===== config.mk =====
export PLATFORM = sky130hd
export DESIGN_NAME = fcwd_ram
export DESIGN_NICKNAME = d
export VERILOG_FILES = /design/src/fcwd_ram.sv
export SDC_FILE = /design/constraint.sdc
export NUM_CORES = 1
export LEC_CHECK = 0
export BUFFER_PORTS_ARGS = -buffer_cell sky130_fd_sc_hd__buf_2
export CAP_MARGIN = 10
export CORE_MARGIN = 4
export CORE_UTILIZATION = 55
export DETAILED_ROUTE_END_ITERATION = 8
export HOLD_SLACK_MARGIN = 0.03
export PLACE_DENSITY = 0.69
export SYNTH_ARGS = -nofsm -noshare
export SYNTH_HDL_FRONTEND = slang
export SYNTH_SLANG_ARGS = --single-unit
export TNS_END_PERCENT = 5

===== constraint.sdc =====
create_clock -name aclk -period 2.8 [get_ports aclk]
set_input_delay 0.56 -clock aclk [delete_from_list [all_inputs] [get_ports aclk]]
set_output_delay 0.56 -clock aclk [all_outputs]
set_load 0.02 [all_outputs]

===== src/fcwd_ram.sv =====
// ----------------------------------------------------------------------------
// fcwd_ram
// generic simple dual port ram, one write port, one registered read port
// ----------------------------------------------------------------------------
`timescale 1ns / 1ps

module fcwd_ram #(
    parameter  int WIDTH = 8,
    parameter  int DEPTH = 32,
    localparam int AW    = (DEPTH > 1) ? $clog2(DEPTH) : 1
) (
    input  logic             aclk,
    input  logic             we,
    input  logic [AW-1:0]    waddr,
    input  logic [WIDTH-1:0] wdata,
    input  logic             re,
    input  logic [AW-1:0]    raddr,
    output logic [WIDTH-1:0] rdata
);

    logic [WIDTH-1:0] mem [DEPTH];
    logic [WIDTH-1:0] rdata_reg;

    always_ff @(posedge aclk) begin
        if (we) begin
            mem[waddr] <= wdata;
        end
        if (re) begin
            rdata_reg <= mem[raddr];
        end
    end

    assign rdata = rdata_reg;

endmodule


==> flow_metrics.py, run 1 <==
metrics = {
    "run_status": {
        "status": "complete, no violations",
    },
    "synth": {
        "ys_seq_elements": 264,
        "avgSynthCellArea_sq_um": 24.3,
        "synth_top_area_share": 0.782,
        "ys.flop_type": "edfxtp_1",
        "synthArstFlopShare": 0,
        "synthTopCellsByCount": "edfxtp_1, mux4_2, nor2_1",
        "yosys.area.top_type": "edfxtp_1",
        "ys_top_cells_by_area": "edfxtp_1, mux4_2, nor2_1, mux2_2, buf_4",
        "syn-num-nets": 438,
        "synth.most_common_cell": "edfxtp_1",
        "synth-edff-count": 264,
        "netlist_area_sq_um": 10100,
        "syn_inst": 417,
        "yosysWarningCount": 0,
        "seq_area_frac_synth": 0.782,
        "synth_cell_types": 14,
    },
    "setup_path": {
        "cp_top_family": "multiplexers",
        "ff2ff_setup_slack_ns": 0.85,
        "worst_setup_path_end_kind": "flop",
        "cp.arrival_ns": 2.44,
        "cp_slowest_cell": "mux4_2",
        "max_stage_delay_ns": 0.55,
        "r2r_end": "rdata[7]",
        "cp-start-kind": "input port",
        "reg2regPathDepth": 3,
        "worstSetupPathType": "input port to flop",
        "critPathMaxFanout": 19,
        "worstPathCellList": "buf_4 -> buf_12 -> buf_12 -> mux4_2 -> mux4_2 -> mux2_2",
        "r2r_start": "mem[29][7]",
        "cp_num_buf_inv": 3,
        "crit_required_ns": 3.07,
    },
    "power_and_ir_drop": {
        "p_per_area_nw_per_um2": 701,
        "p_leak_nw": 3.76,
        "ir_drop_mv": 0.531,
    },
    "worst_hold_path": {
        "hold_end": "rdata[1]",
        "hold_path.startpoint": "re",
        "hold_depth": 1,
        "holdCritPathClass": "input port to flop",
    },
    "route": {
        "wl_per_cell_microns": 26.8,
        "ant_nets": 0,
        "routed_wirelength_microns": 20100,
        "drt_iter0_drc": 491,
        "route.detailed.drc": 0,
        "vias": 4612,
        "routed_via_density": 6.17,
        "firstDrtPassIters": 5,
    },
    "sta": {
        "slew_violations": 0,
        "tns_ns": 0,
        "max_freq_mhz": 462,
        "rsz0062_at_grt": "no",
        "min_period_ns": 2.17,
        "period_share": 0.774,
        "hold_viol": 0,
        "fin_skew_ns": 0.00883,
        "slew_headroom": 0.600,
        "tightestPinTransition_ns": 0.601,
        "setup_viol": 0,
    },
    "clock_network": {
        "cts_resized": 0,
        "cts_tree": "yes",
        "numCtsBuffers": 26,
        "clkTransAtPathRegs_ns": 0.06,
        "post_cts_buffers": 0,
        "ctsRootBufferMaster": "clkbuf_16",
        "holdBufCountCts": 0,
        "cts.sinks": 264,
        "clk_latency_ns": 0.52,
        "cts_buffer_depth": 3,
        "cts-htree-levels": 1,
    },
    "die": {
        "pin_count": 29,
        "fp.dieArea_sq_um": 20700,
        "dieHeight_microns": 144,
        "start_util": 0.562,
        "die_x_microns": 144,
        "core_area_sq_um": 18000,
        "rows": 49,
    },
    "global_route": {
        "grt_use_total": 0.205,
        "grt_overflow": 0,
        "grt_max_degree": 36,
        "grt_pass1_vias": 4803,
        "antenna_found_initial": 0,
        "grt_pass1_wl_microns": 30800,
    },
    "final_layout": {
        "register_area_sq_um": 7930,
        "postLayoutCellArea_sq_um": 11700,
        "nFillCells": 1178,
        "area_growth_syn_to_layout_pct": 15.4,
        "largest_register_ffs": 256,
        "multi_input_area_sq_um": 2100,
        "n_antenna_cell": 0,
        "drive_above_1_share": 0.393,
        "fin_nets": 520,
    },
    "place": {
        "dpl.hpwl_microns": 13600,
        "gp_congestion": 0.804,
        "io_buffer_count": 28,
        "dpl_cell_area_sq_um": 10900,
    },
    "flow_run": {
        "maxCapViolCount": 0,
    },
}
## through the flow
step           setup WS [ns]  utilization  hold slack, ns  instances  power [mW]
2_1_floorplan          0.298            -           0.659        417        4.75
3_5_place_dp           0.109        0.603           0.952        700        4.95
3_3_place_gp           0.139        0.603           0.951        700        4.93
4_1_cts                0.656        0.649           0.404        748        8.26
6_report               0.634        0.649           0.426        748        8.20
5_1_grt                0.601        0.649           0.410        748        8.48
## kinds of logic after synthesis
group / synth area share
flip-flops: 0.782
multiplexers: 0.187
AND/OR/NAND/NOR: 0.0205
buffers and inverters: 0.0105
## placed cells by master (no fill, tap or decap), types with 2 or more instances in the layout
cell type / count
clkinv_1: 6
nand3_1: 2
nor2_1: 33
buf_2: 27
bufinv_16: 2
buf_12: 5
clkbuf_16: 27
mux4_2: 80
clkinvlp_4: 3
clkbuf_1: 3
mux2_2: 8
nand3b_1: 5
edfxtp_1: 264
or3b_2: 3
clkinv_2: 7
buf_4: 42
## where the power goes
part,leakage (nW),switching (mW),internal (mW)
Clock,0.402,1.40,1.94
Combinational,0.971,0.234,0.191
Sequential,2.38,0.0219,4.41
## worst register-to-register path, stage by stage, from the launching register on
cell	delay [ns]
edfxtp_1	0.37
mux4_2	0.50
mux4_2	0.54
mux2_2	0.30
## area by class of cell
| cell class | instances | share of cell area |
|---|---|---|
| Clock buffer | 30 | 0.0588 |
| Clock inverter | 18 | 0.0120 |
| Multi-Input combinational cell | 133 | 0.180 |
| Sequential cell | 264 | 0.678 |
| Tap cell | 229 | 0.0245 |
| Timing Repair Buffer | 74 | 0.0471 |
## worst max-delay path by stage
| stage | start | endpoint | cells after the start |
|---|---|---|---|
| after floorplan | raddr[2] | rdata[0] | 5 |
| after global placement | raddr[0] | rdata[3] | 6 |
| after detailed placement | raddr[0] | rdata[7] | 6 |
| after CTS | raddr[0] | rdata[7] | 6 |
| after global routing | raddr[0] | rdata[4] | 6 |
| final | raddr[0] | rdata[7] | 6 |
## routing by layer
metal,share of wire,GRT usage,wire (microns)
met3,0.067,0.0326,1340
met2,0.51,0.341,10300
met1,0.40,0.294,7970
met5,0,0,0
met4,0.021,0.0461,428
(Power assumes the default switching activity.)
==> inputs of run 2 (changes only) <==
==> constraint.sdc (replaced) <==
create_clock -name aclk -period 2.18 [get_ports aclk]
set_input_delay 0.436 -clock aclk [delete_from_list [all_inputs] [get_ports aclk]]
set_output_delay 0.436 -clock aclk [all_outputs]
set_load 0.02 [all_outputs]
==> run 2 against run 1 <==
Register-to-register slack got worse by 0.64 ns; sequential power increased by 28%; power increased by 33%; routed wire length increased by 4.4%; global-route usage increased by 0.99 points; non-clock buffer count decreased by 5; utilization increased by 0.23 points.
==> flow_metrics.py, run 2 (same netlist as run 1, synthesis figures left out) <==
metrics = {
    "sta": {
        "period_share": 0.902,
        "slew_headroom": 0.576,
        "slew_violations": 0,
        "tightestPinTransition_ns": 0.636,
        "min_period_ns": 1.97,
        "hold_viol": 0,
        "fin_skew_ns": 0.0102,
        "max_freq_mhz": 508,
        "worst_slack_ns": 0.213,
        "rsz0062_at_grt": "no",
        "setup_viol": 0,
    },
    "final_layout": {
        "fin_nets": 515,
        "layout_common_cells": "edfxtp_1, mux4_2, buf_4, nor2_1",
        "stdcell_count": 741,
        "area_growth_syn_to_layout_pct": 15.8,
        "drive_above_1_share": 0.387,
        "register_area_sq_um": 7930,
        "nFillCells": 1228,
        "postLayoutCellArea_sq_um": 11700,
        "n_antenna_cell": 0,
        "largest_register_ffs": 256,
        "multi_input_area_sq_um": 2100,
        "final_common_cell": "edfxtp_1",
    },
    "setup_path": {
        "ff2ff_setup_slack_ns": 0.21,
        "cp_slowest_cell": "mux4_2",
        "cp.arrival_ns": 2.24,
        "crit_required_ns": 2.46,
        "worst_setup_path_end_kind": "flop",
        "worstPathCellList": "mux4_2 -> mux4_2 -> mux2_2",
        "cp-start-kind": "flop",
        "critPathMaxFanout": 1,
        "r2r_start": "mem[23][2]",
        "critPathMostFrequentCell": "mux4_2",
        "reg2regPathDepth": 3,
        "worstSetupPathType": "flop to flop",
        "r2r_end": "rdata[2]",
        "max_stage_delay_ns": 0.55,
    },
    "die": {
        "die_x_microns": 144,
        "pin_count": 29,
        "core_area_sq_um": 18000,
        "fp.dieArea_sq_um": 20700,
        "start_util": 0.562,
        "dieHeight_microns": 144,
        "rows": 49,
    },
    "global_route": {
        "antenna_found_initial": 0,
        "grt_max_degree": 33,
        "grt_pass1_wl_microns": 31700,
        "grt_use_total": 0.215,
        "grt_overflow": 0,
        "grt_pass1_vias": 4807,
    },
    "power_and_ir_drop": {
        "p_per_area_nw_per_um2": 928,
        "p_leak_nw": 3.76,
        "ir_drop_mv": 0.596,
    },
    "place": {
        "place_ws_ns": -0.308,
        "gp_congestion": 0.738,
        "io_buffer_count": 28,
        "dpl_cell_area_sq_um": 10800,
        "dpl.hpwl_microns": 12800,
        "placed_cells": 695,
    },
    "route": {
        "route.detailed.drc": 0,
        "routed_wirelength_microns": 20900,
        "routed_via_density": 6.30,
        "ant_nets": 0,
        "wl_per_cell_microns": 28.3,
        "drt_iter0_drc": 498,
        "vias": 4667,
        "firstDrtPassIters": 5,
    },
    "clock_network": {
        "numCtsBuffers": 26,
        "holdBufCountCts": 0,
        "cts_resized": 0,
        "ctsRootBufferMaster": "clkbuf_16",
        "post_cts_buffers": 0,
        "cts_buffer_depth": 3,
        "clk_latency_ns": 0.52,
        "clkTransAtPathRegs_ns": 0.06,
        "cts.sinks": 264,
        "cts_tree": "yes",
        "cts-htree-levels": 1,
    },
    "worst_hold_path": {
        "hold_path.startpoint": "re",
        "hold_depth": 1,
        "holdCritPathClass": "input port to flop",
        "hold_end": "rdata[2]",
    },
    "flow_run": {
        "maxCapViolCount": 0,
    },
    "run_status": {
        "status": "complete, no violations",
    },
}
[run 2: cell types whose count changed in the layout (fill, tap and decap cells not counted)]
cell,delta
buf_12,+1
buf_4,-6
bufinv_16,+3
clkbuf_1,-1
clkinv_2,-4
[run 2: area by class of cell]
class / instances / area share
tap: 229 / 0.0244
timing repair buffer: 69 / 0.0448
clock inverter: 17 / 0.0179
sequential: 264 / 0.676
clock buffer: 29 / 0.0582
multi-input combinational: 133 / 0.179
[run 2: through the flow]
step / util / TNS (ns) / hold WS (ns) / total power, mW
2_1_floorplan: - / 0 / 0.535 / 6.13
3_3_place_gp: 0.601 / -2.01 / 0.825 / 6.34
3_5_place_dp: 0.601 / -2.13 / 0.833 / 6.36
4_1_cts: 0.651 / 0 / 0.294 / 10.9
5_1_grt: 0.651 / 0 / 0.295 / 11.2
6_report: 0.651 / 0 / 0.307 / 10.9
[run 2: critical path: cells and delay by family, from the launching register on]
family	cells	cell delay [ns]
flops	1	0.35
mux	3	1.38
[run 2: worst max-delay path by stage]
| stage | start | to | slack [ns] | depth (start not counted) |
|---|---|---|---|---|
| after floorplan | raddr[0] | rdata[0] | 0.008 | 5 |
| after global placement | raddr[0] | rdata[7] | -0.29 | 5 |
| after detailed placement | raddr[0] | rdata[2] | -0.31 | 5 |
| after CTS | mem[23][2] | rdata[2] | 0.20 | 3 |
| after global routing | mem[23][7] | rdata[7] | 0.18 | 3 |
| final | mem[23][2] | rdata[2] | 0.21 | 3 |
[run 2: per-layer routing]
layer	share of wire	track usage	up-vias	routed length, microns
met3	0.083	0.0429	22	1740
met4	0.011	0.0387	0	224
met2	0.48	0.329	212	10100
li1	-	-	1942	-
met1	0.42	0.335	2491	8860
met5	0	0	-	0
[run 2: power breakdown]
part	leakage [nW]	switching [mW]	internal (mW)
sequential	2.38	0.0226	5.67
clock	0.427	1.81	2.83
combinational	0.949	0.310	0.247
total	3.76	2.14	8.75
