==> src/fcwd_pkg.sv <==
// ----------------------------------------------------------------------------
// fcwd_pkg
// shared constants, codes and types of the front coded word decoder
// ----------------------------------------------------------------------------
`timescale 1ns / 1ps

package fcwd_pkg;

    localparam int MAX_WORD_DEF     = 32;
    localparam int SUFFIX_LEN_DEF   = 16;
    localparam int SUFFIX_COUNT_DEF = 128;
    localparam int RESULT_LIMIT     = 32;

    localparam logic [7:0] LETTER_A = 8'd65;
    localparam logic [7:0] HIGH_BIT = 8'd128;

    localparam int CFG_IDX_W  = 2;
    localparam int CFG_DATA_W = 7;

    localparam logic [6:0] NO_SUFFIX_RESET = 7'd127;

    localparam logic OP_STREAM    = 1'b0;
    localparam logic OP_SUFFIX_WR = 1'b1;

    typedef enum logic [CFG_IDX_W-1:0] {
        CFG_EBCDIC_MODE    = 2'd0,
        CFG_NO_SUFFIX_CODE = 2'd1
    } cfg_idx_t;

    typedef enum logic [2:0] {
        ST_CLEAR,
        ST_IDLE,
        ST_PFX_RD,
        ST_PFX_OUT,
        ST_PLAIN,
        ST_SFX_RD,
        ST_SFX_CHK,
        ST_END
    } state_t;

    typedef struct packed {
        logic [7:0] ch;
        logic       has_char;
        logic       word_end;
        logic       overflowed;
    } result_t;

endpackage

==> src/fcwd_seq.sv <==
// ----------------------------------------------------------------------------
// fcwd_seq
// sequencer: one shared index counter walks the clearing pass, the prefix
// copy and the suffix expansion, at most one access to each ram per step
// ----------------------------------------------------------------------------
`timescale 1ns / 1ps

module fcwd_seq #(
    parameter  int MAX_WORD     = fcwd_pkg::MAX_WORD_DEF,
    parameter  int SUFFIX_LEN   = fcwd_pkg::SUFFIX_LEN_DEF,
    parameter  int SUFFIX_COUNT = fcwd_pkg::SUFFIX_COUNT_DEF,
    localparam int TAB_DEPTH    = SUFFIX_COUNT * SUFFIX_LEN,
    localparam int WAW          = $clog2(MAX_WORD),
    localparam int TAW          = (TAB_DEPTH > 1) ? $clog2(TAB_DEPTH) : 1
) (
    input  logic                             aclk,
    input  logic                             aresetn,
    input  logic                             s_valid,
    output logic                             s_ready,
    input  logic                             s_opcode,
    input  logic [7:0]                       s_data_byte,
    input  logic [6:0]                       s_suffix_slot,
    input  logic [3:0]                       s_char_position,
    input  logic                             cfg_we,
    input  logic [fcwd_pkg::CFG_IDX_W-1:0]   cfg_index,
    input  logic [fcwd_pkg::CFG_DATA_W-1:0]  cfg_data,
    input  logic                             out_free,
    output logic                             res_load,
    output fcwd_pkg::result_t                res_data,
    output logic                             word_we,
    output logic [WAW-1:0]                   word_waddr,
    output logic [7:0]                       word_wdata,
    output logic                             word_re,
    output logic [WAW-1:0]                   word_raddr,
    input  logic [7:0]                       word_rdata,
    output logic                             sfx_we,
    output logic [TAW-1:0]                   sfx_waddr,
    output logic [7:0]                       sfx_wdata,
    output logic                             sfx_re,
    output logic [TAW-1:0]                   sfx_raddr,
    input  logic [7:0]                       sfx_rdata
);
    import fcwd_pkg::*;

    localparam int CLR_DEPTH = (TAB_DEPTH > MAX_WORD) ? TAB_DEPTH : MAX_WORD;
    localparam int CNT_W     = $clog2(CLR_DEPTH);
    localparam int NXT_W     = CNT_W + 1;
    localparam int WP_W      = $clog2(MAX_WORD + 1);
    localparam int LIMIT     = (MAX_WORD < RESULT_LIMIT) ? MAX_WORD : RESULT_LIMIT;

    state_t           state_reg, state_next;
    logic [CNT_W-1:0] idx_reg, idx_next;
    logic [WP_W-1:0]  wp_reg, wp_next;
    logic             expect_reg, expect_next;
    logic             ovf_reg, ovf_next;
    logic [7:0]       byte_reg, byte_next;
    logic [TAW-1:0]   base_reg, base_next;
    logic             pend_valid_reg, pend_valid_next;
    logic [7:0]       pend_ch_reg, pend_ch_next;
    logic             ebcdic_reg;
    logic [6:0]       nsc_reg;

    logic [7:0]       same_raw;
    logic             same_ovf;
    logic [WP_W-1:0]  same_cnt;
    logic             is_plain;
    logic [6:0]       code_in;
    logic             sfx_hit;
    logic             sfx_wr_ok;
    logic             wp_full;
    logic [NXT_W-1:0] idx_inc;
    logic             accept;

    // configuration registers
    always_ff @(posedge aclk) begin
        if (!aresetn) begin
            ebcdic_reg <= 1'b0;
            nsc_reg    <= NO_SUFFIX_RESET;
        end else if (cfg_we) begin
            unique case (cfg_index)
                CFG_EBCDIC_MODE:    ebcdic_reg <= cfg_data[0];
                CFG_NO_SUFFIX_CODE: nsc_reg    <= cfg_data[6:0];
                default: ;
            endcase
        end
    end

    always_ff @(posedge aclk) begin
        if (!aresetn) begin
            state_reg      <= ST_CLEAR;
            idx_reg        <= '0;
            wp_reg         <= '0;
            expect_reg     <= 1'b1;
            ovf_reg        <= 1'b0;
            pend_valid_reg <= 1'b0;
        end else begin
            state_reg      <= state_next;
            idx_reg        <= idx_next;
            wp_reg         <= wp_next;
            expect_reg     <= expect_next;
            ovf_reg        <= ovf_next;
            pend_valid_reg <= pend_valid_next;
        end
    end

    always_ff @(posedge aclk) begin
        byte_reg    <= byte_next;
        base_reg    <= base_next;
        pend_ch_reg <= pend_ch_next;
    end

    assign same_raw  = (s_data_byte >= LETTER_A) ? s_data_byte - LETTER_A : 8'd0;
    assign same_ovf  = same_raw > 8'(LIMIT);
    assign same_cnt  = same_ovf ? WP_W'(LIMIT) : WP_W'(same_raw);
    assign is_plain  = ebcdic_reg ? (s_data_byte > HIGH_BIT) : (s_data_byte < HIGH_BIT);
    assign code_in   = s_data_byte[6:0];
    assign sfx_hit   = (code_in != nsc_reg) && ({1'b0, code_in} < 8'(SUFFIX_COUNT));
    assign sfx_wr_ok = ({1'b0, s_suffix_slot} < 8'(SUFFIX_COUNT))
                    && ({2'b00, s_char_position} < 6'(SUFFIX_LEN));
    assign wp_full   = wp_reg >= WP_W'(MAX_WORD);
    assign idx_inc   = NXT_W'(idx_reg) + 1'b1;

    assign s_ready    = (state_reg == ST_IDLE);
    assign accept     = s_valid && s_ready;
    assign word_raddr = idx_reg[WAW-1:0];
    assign sfx_raddr  = base_reg + idx_reg[TAW-1:0];

    always_comb begin
        state_next      = state_reg;
        idx_next        = idx_reg;
        wp_next         = wp_reg;
        expect_next     = expect_reg;
        ovf_next        = ovf_reg;
        byte_next       = byte_reg;
        base_next       = base_reg;
        pend_valid_next = pend_valid_reg;
        pend_ch_next    = pend_ch_reg;
        res_load        = 1'b0;
        res_data        = '0;
        word_we         = 1'b0;
        word_waddr      = wp_reg[WAW-1:0];
        word_wdata      = 8'd0;
        word_re         = 1'b0;
        sfx_we          = 1'b0;
        sfx_waddr       = TAW'(int'(s_suffix_slot) * SUFFIX_LEN + int'(s_char_position));
        sfx_wdata       = s_data_byte;
        sfx_re          = 1'b0;

        unique case (state_reg)
            ST_CLEAR: begin
                word_we    = NXT_W'(idx_reg) < NXT_W'(MAX_WORD);
                word_waddr = idx_reg[WAW-1:0];
                sfx_we     = NXT_W'(idx_reg) < NXT_W'(TAB_DEPTH);
                sfx_waddr  = idx_reg[TAW-1:0];
                sfx_wdata  = 8'd0;
                idx_next   = idx_inc[CNT_W-1:0];
                if (idx_inc == NXT_W'(CLR_DEPTH)) begin
                    idx_next   = '0;
                    state_next = ST_IDLE;
                end
            end

            ST_IDLE: begin
                if (accept) begin
                    if (s_opcode == OP_SUFFIX_WR) begin
                        sfx_we = sfx_wr_ok;
                    end else if (expect_reg) begin
                        ovf_next    = same_ovf;
                        wp_next     = same_cnt;
                        expect_next = 1'b0;
                        idx_next    = '0;
                        if (same_cnt != '0) begin
                            state_next = ST_PFX_RD;
                        end
                    end else if (is_plain) begin
                        byte_next  = s_data_byte;
                        state_next = ST_PLAIN;
                    end else begin
                        base_next       = TAW'(int'(code_in) * SUFFIX_LEN);
                        idx_next        = '0;
                        pend_valid_next = 1'b0;
                        state_next      = sfx_hit ? ST_SFX_RD : ST_END;
                    end
                end
            end

            ST_PFX_RD: begin
                word_re    = 1'b1;
                state_next = ST_PFX_OUT;
            end

            ST_PFX_OUT: begin
                if (out_free) begin
                    res_load          = 1'b1;
                    res_data.ch       = word_rdata;
                    res_data.has_char = 1'b1;
                    idx_next          = idx_inc[CNT_W-1:0];
                    state_next        = (idx_inc == NXT_W'(wp_reg)) ? ST_IDLE : ST_PFX_RD;
                end
            end

            ST_PLAIN: begin
                if (wp_full) begin
                    ovf_next   = 1'b1;
                    state_next = ST_IDLE;
                end else if (out_free) begin
                    word_we           = 1'b1;
                    word_wdata        = byte_reg;
                    wp_next           = wp_reg + 1'b1;
                    res_load          = 1'b1;
                    res_data.ch       = byte_reg;
                    res_data.has_char = 1'b1;
                    state_next        = ST_IDLE;
                end
            end

            ST_SFX_RD: begin
                sfx_re     = 1'b1;
                state_next = ST_SFX_CHK;
            end

            ST_SFX_CHK: begin
                if (sfx_rdata == 8'd0) begin
                    state_next = ST_END;
                end else if (!wp_full && pend_valid_reg && !out_free) begin
                    state_next = ST_SFX_CHK;
                end else begin
                    if (wp_full) begin
                        ovf_next = 1'b1;
                    end else begin
                        // previous suffix character goes out, this one is held
                        res_load          = pend_valid_reg;
                        res_data.ch       = pend_ch_reg;
                        res_data.has_char = 1'b1;
                        pend_ch_next      = sfx_rdata;
                        pend_valid_next   = 1'b1;
                        word_we           = 1'b1;
                        word_wdata        = sfx_rdata;
                        wp_next           = wp_reg + 1'b1;
                    end
                    idx_next   = idx_inc[CNT_W-1:0];
                    state_next = (idx_reg == CNT_W'(SUFFIX_LEN - 1)) ? ST_END : ST_SFX_RD;
                end
            end

            ST_END: begin
                if (out_free) begin
                    res_load            = 1'b1;
                    res_data.ch         = pend_valid_reg ? pend_ch_reg : 8'd0;
                    res_data.has_char   = pend_valid_reg;
                    res_data.word_end   = 1'b1;
                    res_data.overflowed = ovf_reg;
                    word_we             = !wp_full;
                    word_wdata          = 8'd0;
                    wp_next             = '0;
                    expect_next         = 1'b1;
                    ovf_next            = 1'b0;
                    pend_valid_next     = 1'b0;
                    idx_next            = '0;
                    state_next          = ST_IDLE;
                end
            end

            default: state_next = ST_CLEAR;
        endcase
    end

endmodule

==> config.mk <==
export PLATFORM = sky130hd
export DESIGN_NAME = fcwd_seq
export DESIGN_NICKNAME = d
export VERILOG_FILES = /design/src/fcwd_pkg.sv /design/src/fcwd_seq.sv
export SDC_FILE = /design/constraint.sdc
export NUM_CORES = 1
export LEC_CHECK = 0
export BUFFER_PORTS_ARGS = -buffer_cell sky130_fd_sc_hd__buf_4
export CAP_MARGIN = 20
export CORE_MARGIN = 4
export CORE_UTILIZATION = 48
export DETAILED_ROUTE_END_ITERATION = 16
export MAX_ROUTING_LAYER = met4
export PLACE_DENSITY = 0.78
export SETUP_SLACK_MARGIN = 0.2
export SLEW_MARGIN = 10
export SYNTH_ARGS = -nofsm -noshare
export SYNTH_HDL_FRONTEND = slang
export SYNTH_SLANG_ARGS = --single-unit
==> constraint.sdc <==
create_clock -name aclk -period 2.3 [get_ports aclk]
set_input_delay 0.115 -clock aclk [delete_from_list [all_inputs] [get_ports aclk]]
set_output_delay 0.115 -clock aclk [all_outputs]
set_load 0.005 [all_outputs]
==> flow_summary.yaml <==
run_status:
  status: "finished, final reports clean"
die:
  dieArea_mm2: 0.00997
  io_pins: 115
  dieWidth_um: 99.9
  placementRows: 33
  die_h_um: 99.9
  start_util_pct: 49.3
  core_mm2: 0.00822
cts:
  cts_tree: "yes"
  clkTransAtPathRegs_ns: 0.11
  clock-sinks: 54
  cts.path.max_buffers: 2
  numCtsBuffers: 5
  htreeDepth: 2
  clockRootBuffer: "clkbuf_8"
  clk_latency_ns: 0.32
detailed_routing:
  routed_wl_mm: 13.8
  drtIter0Drc: 427
  drtAntennaViolNets: 0
  dr_total_vias: 4544
  dr.pass1.iters: 6
  route.detailed.drc: 0
  vias_per_cell: 5.98
  routedWlPerCell_um: 18.2
setup_path:
  critPathLaunchType: "register"
  critPathTopFamily: "adder cells"
  cp_max_fo: 2
  cp.arrival_ns: 2.08
  reg2reg_slack_ns: 0.19
  crit_path_end_kind: "primary output"
  path_buf_inv: 2
  path_class: "reg -> out"
  cp_slowest_stage_delay_ns: 0.36
  crit_slowest_cell: "edfxtp_1"
  crit_required_ns: 2.18
  path_cells: "ha_2, inv_2, fa_2, nor2b_1, o21ai_1, a21oi_2, o21a_1, nor2_2, xnor2_1, buf_4"
sta:
  fin_setup_tns_ns: 0
  maxSlewHeadroom_pct: 56.9
  tightest_slew_ns: 0.646
  hold_violations: 0
  max_freq_mhz: 455
  finClkSkew_ns: 0.00859
  fin_crit_ns: 2.20
  period_share_pct: 95.6
  slew_viol_final: 0
  whs_ns: 0.00180
  rsz0062_at_grt: "yes"
  setup_violations: 0
cells_and_area:
  utilization_pct: 69.8
  largest_reg_flops: 11
  mostFrequentLayoutCell: "buf_4"
  stdcell_area_mm2: 0.00574
  area_delta_synth_final_pct: 41.7
  drive_above_1_share_pct: 36.3
  most-common-layout-cells: "buf_4 (168), nand2_1 (78), nor2_1 (27)"
  num_antenna_cells: 0
  nets: 717
  fin_cells: 760
placement:
  placed_cell_area_mm2: 0.00514
  post-place-cells: 724
  finalWeightedCongestion: 0.989
  dpl.hpwl_mm: 10.0
  io_buffers: 114
logic_synthesis:
  synthAdderAreaFrac_pct: 4.20
  yosys_most_used_dff: "dfxtp_1"
  synth_cells: 510
  syn_nets: 573
  synth_top_area_share_pct: 17.1
  yosys-top-cells-area: "edfxtp_1 (17%), dfxtp_1 (15%), nand2_1 (7.4%)"
  yosys.area.top_type: "edfxtp_1"
  ys_ff_latch: 54
  synth_mux_area_share_pct: 0.803
  async_reset_ff_share_pct: 0
  yosys_warnings: 0
  ys_types: 78
  synthXorXnorAreaFrac_pct: 4.97
  postSynthAreaPerCell_um2: 7.94
  synth-seq-area-share_pct: 32.4
  synth_top_family_by_area: "simple AND/OR/NAND/NOR gates"
  synth-compound-area-share_pct: 22.2
  yosys.area_share.simple_pct: 26.8
  mappedNetlistArea_mm2: 0.00405
  synth-edff-count: 23
pwr:
  ir_drop_uv: 579
  leakage_nw: 2.55
  powerDensity_mw_per_mm2: 665
flow_run:
  drv_cap: 0
grt:
  met1_usage_pct: 35.3
  grt_usage_pct: 27.0
  grt_pass1_wl_mm: 21.0
  antenna_found_initial: 0
  gr-total-overflow: 0
  first_global_vias: 4153
  grt.met2_usage_pct: 43.2
  grt-busiest-layer: "met2"
  grt_max_degree: 25
  globalRouteMet3Util_pct: 4.03
min_path:
  hold_path.class: "in -> reg"
power breakdown:
part	total [mW]	internal, mW	switching, mW	leakage [nW]
sequential	1.18	1.07	0.112	0.467
combinational	1.97	0.958	1.02	2.03
clock	0.663	0.330	0.333	0.0587
cell usage after synthesis, types with 5 or more instances:
cell type	instances
edfxtp_1	23
nor4_1	5
and3_1	6
xor2_1	7
nand4_1	8
o21ai_0	20
clkbuf_1	25
o21ai_1	10
nor2_1	31
a21o_1	5
buf_2	10
a22o_1	14
and2_1	8
dfxtp_1	31
nor3_1	16
nand2_1	80
ha_1	12
nand3_1	25
a21oi_1	22
nand2b_1	6
xnor2_1	16
a222oi_1	9
inv_1	27
a31oi_1	5
buf_4	9
stage by stage:
stage	power [mW]	worst slack, ns
finish	3.82	0.102
global route	4.04	-0.0406
CTS	3.62	0.0808
detailed placement	2.90	0.118
global placement	2.89	0.132
floorplan	2.13	0.230
logic make-up (layout without fill, tap and decap cells):
kind of cell	count (synthesis)	in the layout
buffers and inverters	76	220
and+or+nand+nor	216	216
AOI/OAI and AO/OA	125	126
muxes	3	3
xor gates and xnor gates	23	23
DFF	54	54
adders and majority gates	13	13
repair_timing:
item,in CTS,in global routing
resized for setup,23,45
setup endpoints to repair,42,47
hold buffers,8,0
gates cloned,1,0
pin swaps,3,16
hold endpoints to repair,8,0
setup buffers,6,13
path summary, 6_finish.rpt:
| path | end | startpoint | depth (start not counted) |
|---|---|---|---|
| max | sfx_raddr[10] | base_reg[4] | 10 |
| min | nsc_reg[4] | cfg_data[4] | 3 |
| max reg2reg | state_reg[0] | idx_reg[1] | 7 |
| min reg2reg | nsc_reg[0] | nsc_reg[0] | 2 |
final cells by class:
cell class                 count  area [um2]
fill                         653        2480
timing repair buffer         184        1440
inverter                      28         105
multi-input combinational    381        2610
clock inverter                 3        47.5
sequential                    54        1340
clock buffer                   5        68.8
tap                          105         131
worst register-to-register path, stage by stage, from the launching register on:
cell,delay [ns]
dfxtp_2,0.38
ha_4,0.17
nand3_4,0.11
or3_4,0.37
nand4bb_4,0.25
a2111oi_4,0.42
nand3_1,0.16
a31oi_1,0.19
layer usage:
metal	share of wire, %	routed length [um]
met4	2.2	299
met5	0	0
met2	49	6750
met3	7.9	1090
met1	41	5690
(Power assumes the default switching activity.)
