**src/fcwd_pkg.sv**
```systemverilog
// ----------------------------------------------------------------------------
// fcwd_pkg
// shared constants, codes and types of the front coded word decoder
// ----------------------------------------------------------------------------
`timescale 1ns / 1ps

package fcwd_pkg;

    localparam int MAX_WORD_DEF     = 32;
    localparam int SUFFIX_LEN_DEF   = 16;
    localparam int SUFFIX_COUNT_DEF = 128;
    localparam int RESULT_LIMIT     = 32;

    localparam logic [7:0] LETTER_A = 8'd65;
    localparam logic [7:0] HIGH_BIT = 8'd128;

    localparam int CFG_IDX_W  = 2;
    localparam int CFG_DATA_W = 7;

    localparam logic [6:0] NO_SUFFIX_RESET = 7'd127;

    localparam logic OP_STREAM    = 1'b0;
    localparam logic OP_SUFFIX_WR = 1'b1;

    typedef enum logic [CFG_IDX_W-1:0] {
        CFG_EBCDIC_MODE    = 2'd0,
        CFG_NO_SUFFIX_CODE = 2'd1
    } cfg_idx_t;

    typedef enum logic [2:0] {
        ST_CLEAR,
        ST_IDLE,
        ST_PFX_RD,
        ST_PFX_OUT,
        ST_PLAIN,
        ST_SFX_RD,
        ST_SFX_CHK,
        ST_END
    } state_t;

    typedef struct packed {
        logic [7:0] ch;
        logic       has_char;
        logic       word_end;
        logic       overflowed;
    } result_t;

endpackage

```
**src/fcwd_out_reg.sv**
```systemverilog
// ----------------------------------------------------------------------------
// fcwd_out_reg
// result output register, holds one transaction until it is taken
// ----------------------------------------------------------------------------
`timescale 1ns / 1ps

module fcwd_out_reg (
    input  logic              aclk,
    input  logic              aresetn,
    input  logic              load,
    input  fcwd_pkg::result_t load_data,
    output logic              out_free,
    output logic              m_valid,
    input  logic              m_ready,
    output logic [7:0]        m_ch,
    output logic              m_has_char,
    output logic              m_word_end,
    output logic              m_overflowed
);
    import fcwd_pkg::*;

    logic    valid_reg;
    result_t data_reg;

    assign out_free = !valid_reg || m_ready;

    always_ff @(posedge aclk) begin
        if (!aresetn) begin
            valid_reg <= 1'b0;
        end else if (load) begin
            valid_reg <= 1'b1;
        end else if (m_ready) begin
            valid_reg <= 1'b0;
        end
    end

    always_ff @(posedge aclk) begin
        if (load) begin
            data_reg <= load_data;
        end
    end

    assign m_valid      = valid_reg;
    assign m_ch         = data_reg.ch;
    assign m_has_char   = data_reg.has_char;
    assign m_word_end   = data_reg.word_end;
    assign m_overflowed = data_reg.overflowed;

endmodule

```
**config.mk**
```make
export PLATFORM = sky130hd
export DESIGN_NAME = fcwd_out_reg
export DESIGN_NICKNAME = d
export VERILOG_FILES = /design/src/fcwd_pkg.sv /design/src/fcwd_out_reg.sv
export SDC_FILE = /design/constraint.sdc
export NUM_CORES = 1
export LEC_CHECK = 0
export BUFFER_PORTS_ARGS = -buffer_cell sky130_fd_sc_hd__buf_4
export CORE_AREA = 2 2 39 41
export CTS_CLUSTER_DIAMETER = 200
export DETAILED_ROUTE_END_ITERATION = 12
export DIE_AREA = 0 0 41 43
export HOLD_SLACK_MARGIN = 0.1
export PLACE_DENSITY = 0.61
export SLEW_MARGIN = 20
export SYNTH_ARGS = -nofsm -noshare
export SYNTH_HDL_FRONTEND = slang
export SYNTH_SLANG_ARGS = --single-unit
```
**constraint.sdc**
```tcl
create_clock -name aclk -period 0.8 [get_ports aclk]
set_input_delay 0.04 -clock aclk [delete_from_list [all_inputs] [get_ports aclk]]
set_output_delay 0.04 -clock aclk [all_outputs]
set_load 0.01 [all_outputs]
```
==> results of run 1 <==
==> final cells by class <==
cell class              instances  share of cell area
flip-flops and latches         12               0.435
well taps                      16              0.0246
multi-input cells               2              0.0307
clock buffers                   4              0.0323
inverters                       1             0.00461
repair buffers                 41               0.473
==> layer usage <==
metal / GRT usage / part of all wire
met1: 0.121 / 0.37
met4: 0.100 / 0.0094
met5: 0 / 0
met3: 0.0942 / 0.14
met2: 0.197 / 0.48
==> cell families (layout without fill, tap and decap cells) <==
family / after synthesis / count (layout) / synth area share
flip-flops: 12 / 12 / 0.924
AO/OA/AOI/OAI: 1 / 1 / 0.0297
buffers and inverters: 1 / 46 / 0.00989
AND/OR/NAND/NOR: 1 / 1 / 0.0363
==> through the flow <==
step                      setup TNS, ns  cells
after detailed placement              0     58
after global routing              -1.02     76
after floorplan                       0     15
after global placement                0     58
final                            -0.386     76
after CTS                        -0.544     75
==> state kept, by name, summed over array words and instances, names as in the netlist <==
register / flops
m_valid: 1
m_word_end: 1
m_overflowed: 1
m_ch: 8
m_has_char: 1
==> power groups by stage <==
stage                     Combinational (mW)  Sequential (mW)  Clock, mW
after floorplan                       0.0112            0.794          0
after global placement                 0.172            0.767          0
after detailed placement               0.177            0.767          0
after CTS                              0.243            0.759      0.406
after global routing                   0.275            0.766      0.454
final                                  0.255            0.762      0.382
==> cells in the mapped netlist <==
master	count	share of area
inv_1	1	0.0099
dfxtp_1	1	0.053
edfxtp_1	11	0.87
a21boi_2	1	0.030
nand2b_4	1	0.036
==> worst min-delay path: stages <==
cell	delay, ns
buf_4	0.08
nand2b_4	0.11
buf_4	0.10
a21boi_2	0.04
==> what timing repair did <==
item / 4_1_cts / 5_1_grt
gates resized for setup: 8 / 6
hold buffers: 13 / 0
buffers inserted: 0 / 1
setup endpoints to repair: 13 / 13
endpoints found under the hold margin: 23 / 0
==> how the worst min path moves through the flow <==
stage	startpoint	endpoint	slack, ns	cells past startpoint
2_1_floorplan	load_data[3]	m_ch[0]$_DFFE_PP_	0.14	0
3_3_place_gp	load_data[10]	m_ch[7]$_DFFE_PP_	0.22	1
3_5_place_dp	load_data[7]	m_ch[4]$_DFFE_PP_	0.22	1
4_1_cts	m_ready	m_valid$_SDFFE_PN0P_	0.05	3
5_1_grt	m_ready	m_valid$_SDFFE_PN0P_	0.13	4
6_report	m_ready	m_valid$_SDFFE_PN0P_	0.15	4
==> impl_metrics.yaml, run 1 <==
place:
  place_area_um2: 602
  dp_slack_ns: 0.184
  gp_congestion: 0.589
  numPortBuffers: 27
drt:
  wl_um: 961
  drc_errors: 0
  drtIter0Drc: 0
  vias: 295
  viasPerCell: 3.88
  post_drt_wl_per_cell_um: 12.6
  ant_nets: 0
  dr.pass1.iters: 1
critical_path:
  worstReg2RegEnd: "m_valid$_SDFFE_PN0P_"
  max_stage_delay_ns: 0.40
  cpLargestDelayFamily: "flip-flops"
  crit_required_ns: 0.76
  ff2ff_setup_slack_ns: 0.07
  crit_slowest_cell: "edfxtp_1"
  crit_path_start: "m_ch[7]$_DFFE_PP_"
  reg2reg_from: "m_valid$_SDFFE_PN0P_"
  critical_path_class: "reg2out"
  endpoint: "m_ch[7]"
  worst_r2r_path_depth: 3
  path_buf_inv: 1
  critPathMaxFanout: 1
  arrival_ns: 0.81
  worstPathCellList: "buf_6"
  critical_path_depth: 1
  critPathLaunchType: "flip-flop"
  cp-end-kind: "output pin"
pwr:
  powerDensity_nw_per_um2: 1720
  total_power_mw: 1.40
  p_seq_frac: 0.545
  power.share.clock: 0.273
  switching_share: 0.208
  internal_power_mw: 1.11
  netSwitchingPower_mw: 0.291
  cellLeakagePower_nw: 0.351
  power_frac_comb: 0.182
  ir_drop_mv: 0.727
layout:
  fin_util: 0.589
  nNetsFinal: 76
  final_cell_mix: "buf_4 (16), dlygate4sd3_1 (13), buf_6 (12), edfxtp_1 (11), clkbuf_4 (3)"
  fin_area_um2: 815
  drive_gt1_frac: 0.567
  regArea_um2: 354
  multiInputGateArea_um2: 25.0
  area_growth_pct: 115
  layout_commonest_cell: "buf_4"
  fill_cells: 111
  insertedDiodeCount: 0
floorplanning:
  io_pins: 28
  coreArea_um2: 1380
  initial_core_util: 0.274
  die_w_um: 41
  row_count: 14
  die-area_um2: 1760
  die_h_um: 43
clock_network:
  root_buffer: "clkbuf_4"
  cts_htree_levels: 1
  clockBufferDepth: 2
  clock-sinks: 12
  clock_latency_ns: 0.27
  clk_pin_slew_ns: 0.07
  numCtsBuffers: 3
  cts_tree: "yes"
grt:
  grt_antenna_before_repair: 0
  grtUsageTotal: 0.134
  grt_pass1_vias: 313
  grt_pass1_wl_um: 1390
  grt_max_degree: 13
  grt_overflow: 0
synth:
  syn_area_um2: 379
  yosys_warnings: 0
  synth-seq-cells: 12
  synth_cells: 15
  syn_avg_cell_area_um2: 25.3
  yosysUniqueCellTypes: 5
  yosysSeqAreaShare: 0.924
  synthesis.nets: 30
sta:
  relSlewSlack: 0.899
  fmax_ghz: 1.17
  hold_violations: 0
  period_share: 1.06
  rsz0062_at_grt: "yes"
  clock_skew_ns: 0
  worst_slack_ns: -0.0520
  finalMaxSlewViolations: 0
  worstMarginPinSlew_ns: 0.152
  setup_viol: 12
  worst_hold_slack_ns: 0.149
  period_needed_ns: 0.852
status:
  failed_checks: "setup timing"
  status: "complete, but fails checks"
run:
  maxCapViolCount: 0
hold_path:
  hold_path_class: "in2reg"
Note: power is estimated with default switching activity, not from simulation.
==> inputs of run 2 (changes only) <==
--- a/config.mk
+++ b/config.mk
@@ -11,7 +11,7 @@
 export DETAILED_ROUTE_END_ITERATION = 12
 export DIE_AREA = 0 0 41 43
 export HOLD_SLACK_MARGIN = 0.1
-export PLACE_DENSITY = 0.61
+export PLACE_DENSITY = 0.63
 export SLEW_MARGIN = 20
 export SYNTH_ARGS = -nofsm -noshare
 export SYNTH_HDL_FRONTEND = slang
==> run 2 against run 1 <==
The run still ends with setup timing left. Clock power down 7.1%. Largest power group unchanged. Wire length down 14%. Worst hold slack worse by 0.050 ns. Critical path depth up 1. Sequential power about the same. Combinational power down 3%.
==> impl_metrics.yaml, run 2 (synthesis results as in run 1) <==
run:
  maxCapViolCount: 0
sta:
  rsz0062_at_grt: "yes"
  worst_hold_slack_ns: 0.0994
  fmax_ghz: 1.20
  relSlewSlack: 0.899
  period_share: 1.04
  worstMarginPinSlew_ns: 0.151
  worst_slack_ns: -0.0320
  clock_skew_ns: 0
  finalMaxSlewViolations: 0
  period_needed_ns: 0.832
  hold_violations: 0
  setup_viol: 12
layout:
  final_cell_mix: "buf_4 (17), dlygate4sd3_1 (12), edfxtp_1 (11), buf_6 (11), clkbuf_4 (3)"
  regArea_um2: 354
  multiInputGateArea_um2: 25.0
  largest_register_ffs: 8
  area_growth_pct: 111
  insertedDiodeCount: 0
  drive_gt1_frac: 0.576
  layout_commonest_cell: "buf_4"
  nNetsFinal: 75
  fill_cells: 112
critical_path:
  critPathMaxFanout: 2
  cp-end-kind: "output pin"
  crit_required_ns: 0.76
  critPathLaunchType: "flip-flop"
  critical_path_class: "reg2out"
  arrival_ns: 0.79
drt:
  drtIter0Drc: 1
  vias: 298
  post_drt_wl_per_cell_um: 11.1
  viasPerCell: 3.97
  dr.pass1.iters: 2
  ant_nets: 0
  drc_errors: 0
  wl_um: 830
pwr:
  netSwitchingPower_mw: 0.274
  powerDensity_nw_per_um2: 1700
  ir_drop_mv: 0.972
  p_seq_frac: 0.558
  internal_power_mw: 1.09
  switching_share: 0.201
  cellLeakagePower_nw: 0.346
  power_frac_comb: 0.181
  power.share.clock: 0.261
grt:
  grtUsageTotal: 0.102
  grt_overflow: 0
  grt_pass1_vias: 285
  grt_antenna_before_repair: 0
  grt_max_degree: 13
  grt_pass1_wl_um: 1150
clock_network:
  clock-sinks: 12
  numCtsBuffers: 3
  root_buffer: "clkbuf_4"
  clock_latency_ns: 0.26
  clockBufferDepth: 2
  cts_htree_levels: 1
  cts_tree: "yes"
  clk_pin_slew_ns: 0.07
floorplanning:
  die_h_um: 43
  initial_core_util: 0.274
  die-area_um2: 1760
  coreArea_um2: 1380
  die_w_um: 41
  io_pins: 28
  row_count: 14
place:
  dp_slack_ns: 0.184
  numPortBuffers: 27
  gp_congestion: 0.565
hold_path:
  hold_path_class: "in2reg"
status:
  failed_checks: "setup timing"
  status: "complete, but fails checks"
==> run 2: cell count changes in the layout (fill, tap and decap cells not counted) <==
cell | previous run | this run
clkbuf_1 | 1 | 0
clkinv_1 | 0 | 1
buf_6 | 12 | 11
buf_4 | 16 | 17
dlygate4sd3_1 | 13 | 12
==> run 2: worst paths after layout <==
kind / start / endpoint / slack [ns] / depth (start not counted)
min: load / m_ch[1]$_DFFE_PP_ / 0.1 / 1
min reg2reg: m_valid$_SDFFE_PN0P_ / m_valid$_SDFFE_PN0P_ / 0.60 / 3
max reg2reg: m_valid$_SDFFE_PN0P_ / m_valid$_SDFFE_PN0P_ / 0.08 / 3
max: m_valid$_SDFFE_PN0P_ / out_free / -0.03 / 2
==> run 2: cell type report <==
class                           instances  share of cell area
Clock inverter                          1             0.00469
Sequential cell                        12               0.442
Tap cell                               16              0.0250
Clock buffer                            3              0.0281
Inverter                                1             0.00469
Timing Repair Buffer                   40               0.464
Multi-Input combinational cell          2              0.0313
==> run 2: routing by layer <==
metal  part of all wire  global-route usage  vias to the layer above  wire length (um)
met2               0.44               0.153                       28               365
li1                   -                   -                      146                 -
met1               0.41               0.113                      124               340
met4                  0              0.0600                        0                 0
met3               0.15              0.0471                        0               124
met5                  0                   0                        -                 0
==> run 2: stage by stage <==
stage | util | instances | cell area (um2) | setup TNS [ns] | power, mW
finish | 0.579 | 75 | 801 | -0.213 | 1.36
global route | 0.579 | 75 | 801 | -0.629 | 1.44
CTS | 0.558 | 74 | 772 | -0.397 | 1.37
detailed placement | 0.435 | 58 | 602 | 0 | 0.943
global placement | 0.435 | 58 | 602 | 0 | 0.939
floorplan | - | 15 | 379 | 0 | 0.805
==> run 2: power by group through the flow <==
stage	logic, mW	registers [mW]	clock network (mW)
final	0.247	0.760	0.355
after global placement	0.174	0.765	0
after floorplan	0.0112	0.794	0
after global routing	0.268	0.764	0.405
after CTS	0.234	0.759	0.374
after detailed placement	0.175	0.768	0
==> run 2: what timing repair did <==
item                                    in CTS  in global routing
hold endpoints to repair                    19                  0
hold buffers                                12                  0
resized for setup                            7                  6
buffers inserted                             0                  1
cloned                                       0                  0
endpoints found under the setup margin      13                 13
==> run 2: worst max-delay path, stage by stage (launching register included) <==
cell and delay (ns):
dfxtp_4 0.37, nand2b_4 0.05, buf_6 0.11
==> inputs of run 3 (changes only) <==
--- a/config.mk
+++ b/config.mk
@@ -8,10 +8,12 @@
 export BUFFER_PORTS_ARGS = -buffer_cell sky130_fd_sc_hd__buf_4
 export CORE_AREA = 2 2 39 41
 export CTS_CLUSTER_DIAMETER = 200
+export CTS_CLUSTER_SIZE = 12
 export DETAILED_ROUTE_END_ITERATION = 12
 export DIE_AREA = 0 0 41 43
 export HOLD_SLACK_MARGIN = 0.1
 export PLACE_DENSITY = 0.63
+export RECOVER_POWER = 100
 export SLEW_MARGIN = 20
 export SYNTH_ARGS = -nofsm -noshare
 export SYNTH_HDL_FRONTEND = slang
==> run 3 against run 2 <==
The flow still finishes with violations (setup timing). Clock skew unchanged. Combinational power down 2%. Worst hold slack better by 0.042 ns. Cell area down 0.78%. Cell count unchanged. Via count shrank 0.67%. First-iteration DRC count stayed put. Highest routed layer unchanged.
==> impl_metrics.yaml, run 3 (synthesis results as in run 1) <==
critical_path:
  ff2ff_setup_slack_ns: 0.07
  crit_path_start: "m_valid$_SDFFE_PN0P_"
  critPathLaunchType: "flip-flop"
  cpLargestDelayFamily: "flip-flops"
  path_buf_inv: 1
  critical_path_class: "reg2out"
  worstPathCellList: "nand2b_4, buf_6"
  reg2reg_from: "m_valid$_SDFFE_PN0P_"
  cp-end-kind: "output pin"
  crit_required_ns: 0.76
  endpoint: "out_free"
  worst_r2r_path_depth: 3
  worstReg2RegEnd: "m_valid$_SDFFE_PN0P_"
  critPathMaxFanout: 2
  critical_path_depth: 2
  max_stage_delay_ns: 0.37
  arrival_ns: 0.80
  crit_slowest_cell: "dfxtp_2"
clock_network:
  clockBufferDepth: 2
  clk_pin_slew_ns: 0.07
  cts_tree: "yes"
  root_buffer: "clkbuf_4"
  numCtsBuffers: 3
  cts_htree_levels: 1
  clock-sinks: 12
  clock_latency_ns: 0.26
place:
  dp.cells: 58
  gp_congestion: 0.565
  numPortBuffers: 27
  dp_slack_ns: 0.184
pwr:
  cellLeakagePower_nw: 0.340
  powerDensity_nw_per_um2: 1710
  total_power_mw: 1.36
  ir_drop_mv: 0.975
sta:
  rsz0062_at_grt: "yes"
  relSlewSlack: 0.588
  period_share: 1.05
  finalMaxSlewViolations: 0
  worst_slack_ns: -0.0369
  clock_skew_ns: 0
  fmax_ghz: 1.19
  hold_violations: 0
  setup_viol: 12
  period_needed_ns: 0.837
  worstMarginPinSlew_ns: 0.618
  worst_hold_slack_ns: 0.141
drt:
  m1WireLength_um: 353
  routed.top_layer: "met3"
  dr.pass1.iters: 3
  wl_met2_um: 352
  viasPerCell: 3.95
  drtIter0Drc: 1
  vias: 296
  dr_wl_met3_um: 121
  post_drt_wl_per_cell_um: 11.0
  drc_errors: 0
  wl_um: 828
  ant_nets: 0
floorplanning:
  row_count: 14
  coreArea_um2: 1380
  die-area_um2: 1760
  initial_core_util: 0.274
  die_w_um: 41
  die_h_um: 43
  io_pins: 28
grt:
  grt_pass1_wl_um: 1150
  grt_antenna_before_repair: 0
  grt_max_degree: 13
  grtUsageTotal: 0.102
  grt_overflow: 0
  grt_pass1_vias: 285
run:
  maxCapViolCount: 0
layout:
  fin_util: 0.574
  largest_register_ffs: 8
  layout_commonest_cell: "clkbuf_4"
  stdcell_count: 75
  nNetsFinal: 75
  drive_gt1_frac: 0.559
  fill_cells: 115
  area_growth_pct: 110
  insertedDiodeCount: 0
  final_cell_mix: "clkbuf_4 (14), dlygate4sd3_1 (12), edfxtp_1 (11), buf_6 (11), buf_4 (5)"
status:
  failed_checks: "setup timing"
  status: "complete, but fails checks"
hold_path:
  hold_path_class: "in2reg"
-- run 3: worst min path at each step --
stage / depth (start not counted) / endpoint / slack (ns) / from
floorplan: 0 / m_ch[0]$_DFFE_PP_ / 0.14 / load_data[3]
global route: 4 / m_valid$_SDFFE_PN0P_ / 0.14 / m_ready
finish: 4 / m_valid$_SDFFE_PN0P_ / 0.14 / m_ready
detailed placement: 1 / m_ch[2]$_DFFE_PP_ / 0.22 / load_data[5]
CTS: 3 / m_valid$_SDFFE_PN0P_ / 0.05 / m_ready
global placement: 1 / m_ch[1]$_DFFE_PP_ / 0.22 / load_data[4]
-- run 3: timing repair --
item	4_1_cts	5_1_grt
endpoints found under the setup margin	13	13
cloned	0	0
hold buffers	12	0
resized for setup	7	6
endpoints found under the hold margin	19	0
buffers inserted	0	1
-- run 3: per-layer routing --
| layer | GRT usage | up-vias |
|---|---|---|
| met5 | 0 | - |
| met4 | 0.0600 | 0 |
| met3 | 0.0471 | 0 |
| met2 | 0.153 | 28 |
| met1 | 0.113 | 123 |
| li1 | - | 145 |
-- run 3: cell type report --
| class | instances | area (um2) | area share |
|---|---|---|---|
| Timing Repair Buffer | 40 | 368 | 0.463 |
| Sequential cell | 12 | 352 | 0.443 |
| Multi-Input combinational cell | 2 | 25.0 | 0.0315 |
| Clock buffer | 3 | 22.5 | 0.0283 |
| Tap cell | 16 | 20.0 | 0.0252 |
| Clock inverter | 1 | 3.75 | 0.00472 |
| Inverter | 1 | 3.75 | 0.00472 |
-- run 3: power breakdown --
part / switching (mW) / internal, mW / total, mW
Combinational: 0.0754 / 0.166 / 0.242
Clock: 0.178 / 0.180 / 0.358
Sequential: 0.0228 / 0.739 / 0.762
-- run 3: per-stage QoR --
stage | instance area, um2 | TNS, ns
3_5_place_dp | 602 | 0
5_1_grt | 795 | -0.639
3_3_place_gp | 602 | 0
4_1_cts | 772 | -0.397
2_1_floorplan | 379 | 0
6_report | 795 | -0.227
-- run 3: worst register-to-register path, delay by kind of cell, from the launching register on --
family,cells,cell delay [ns]
compound gates,1,0.11
simple gates,1,0.06
buf+inv,1,0.13
flops,1,0.37
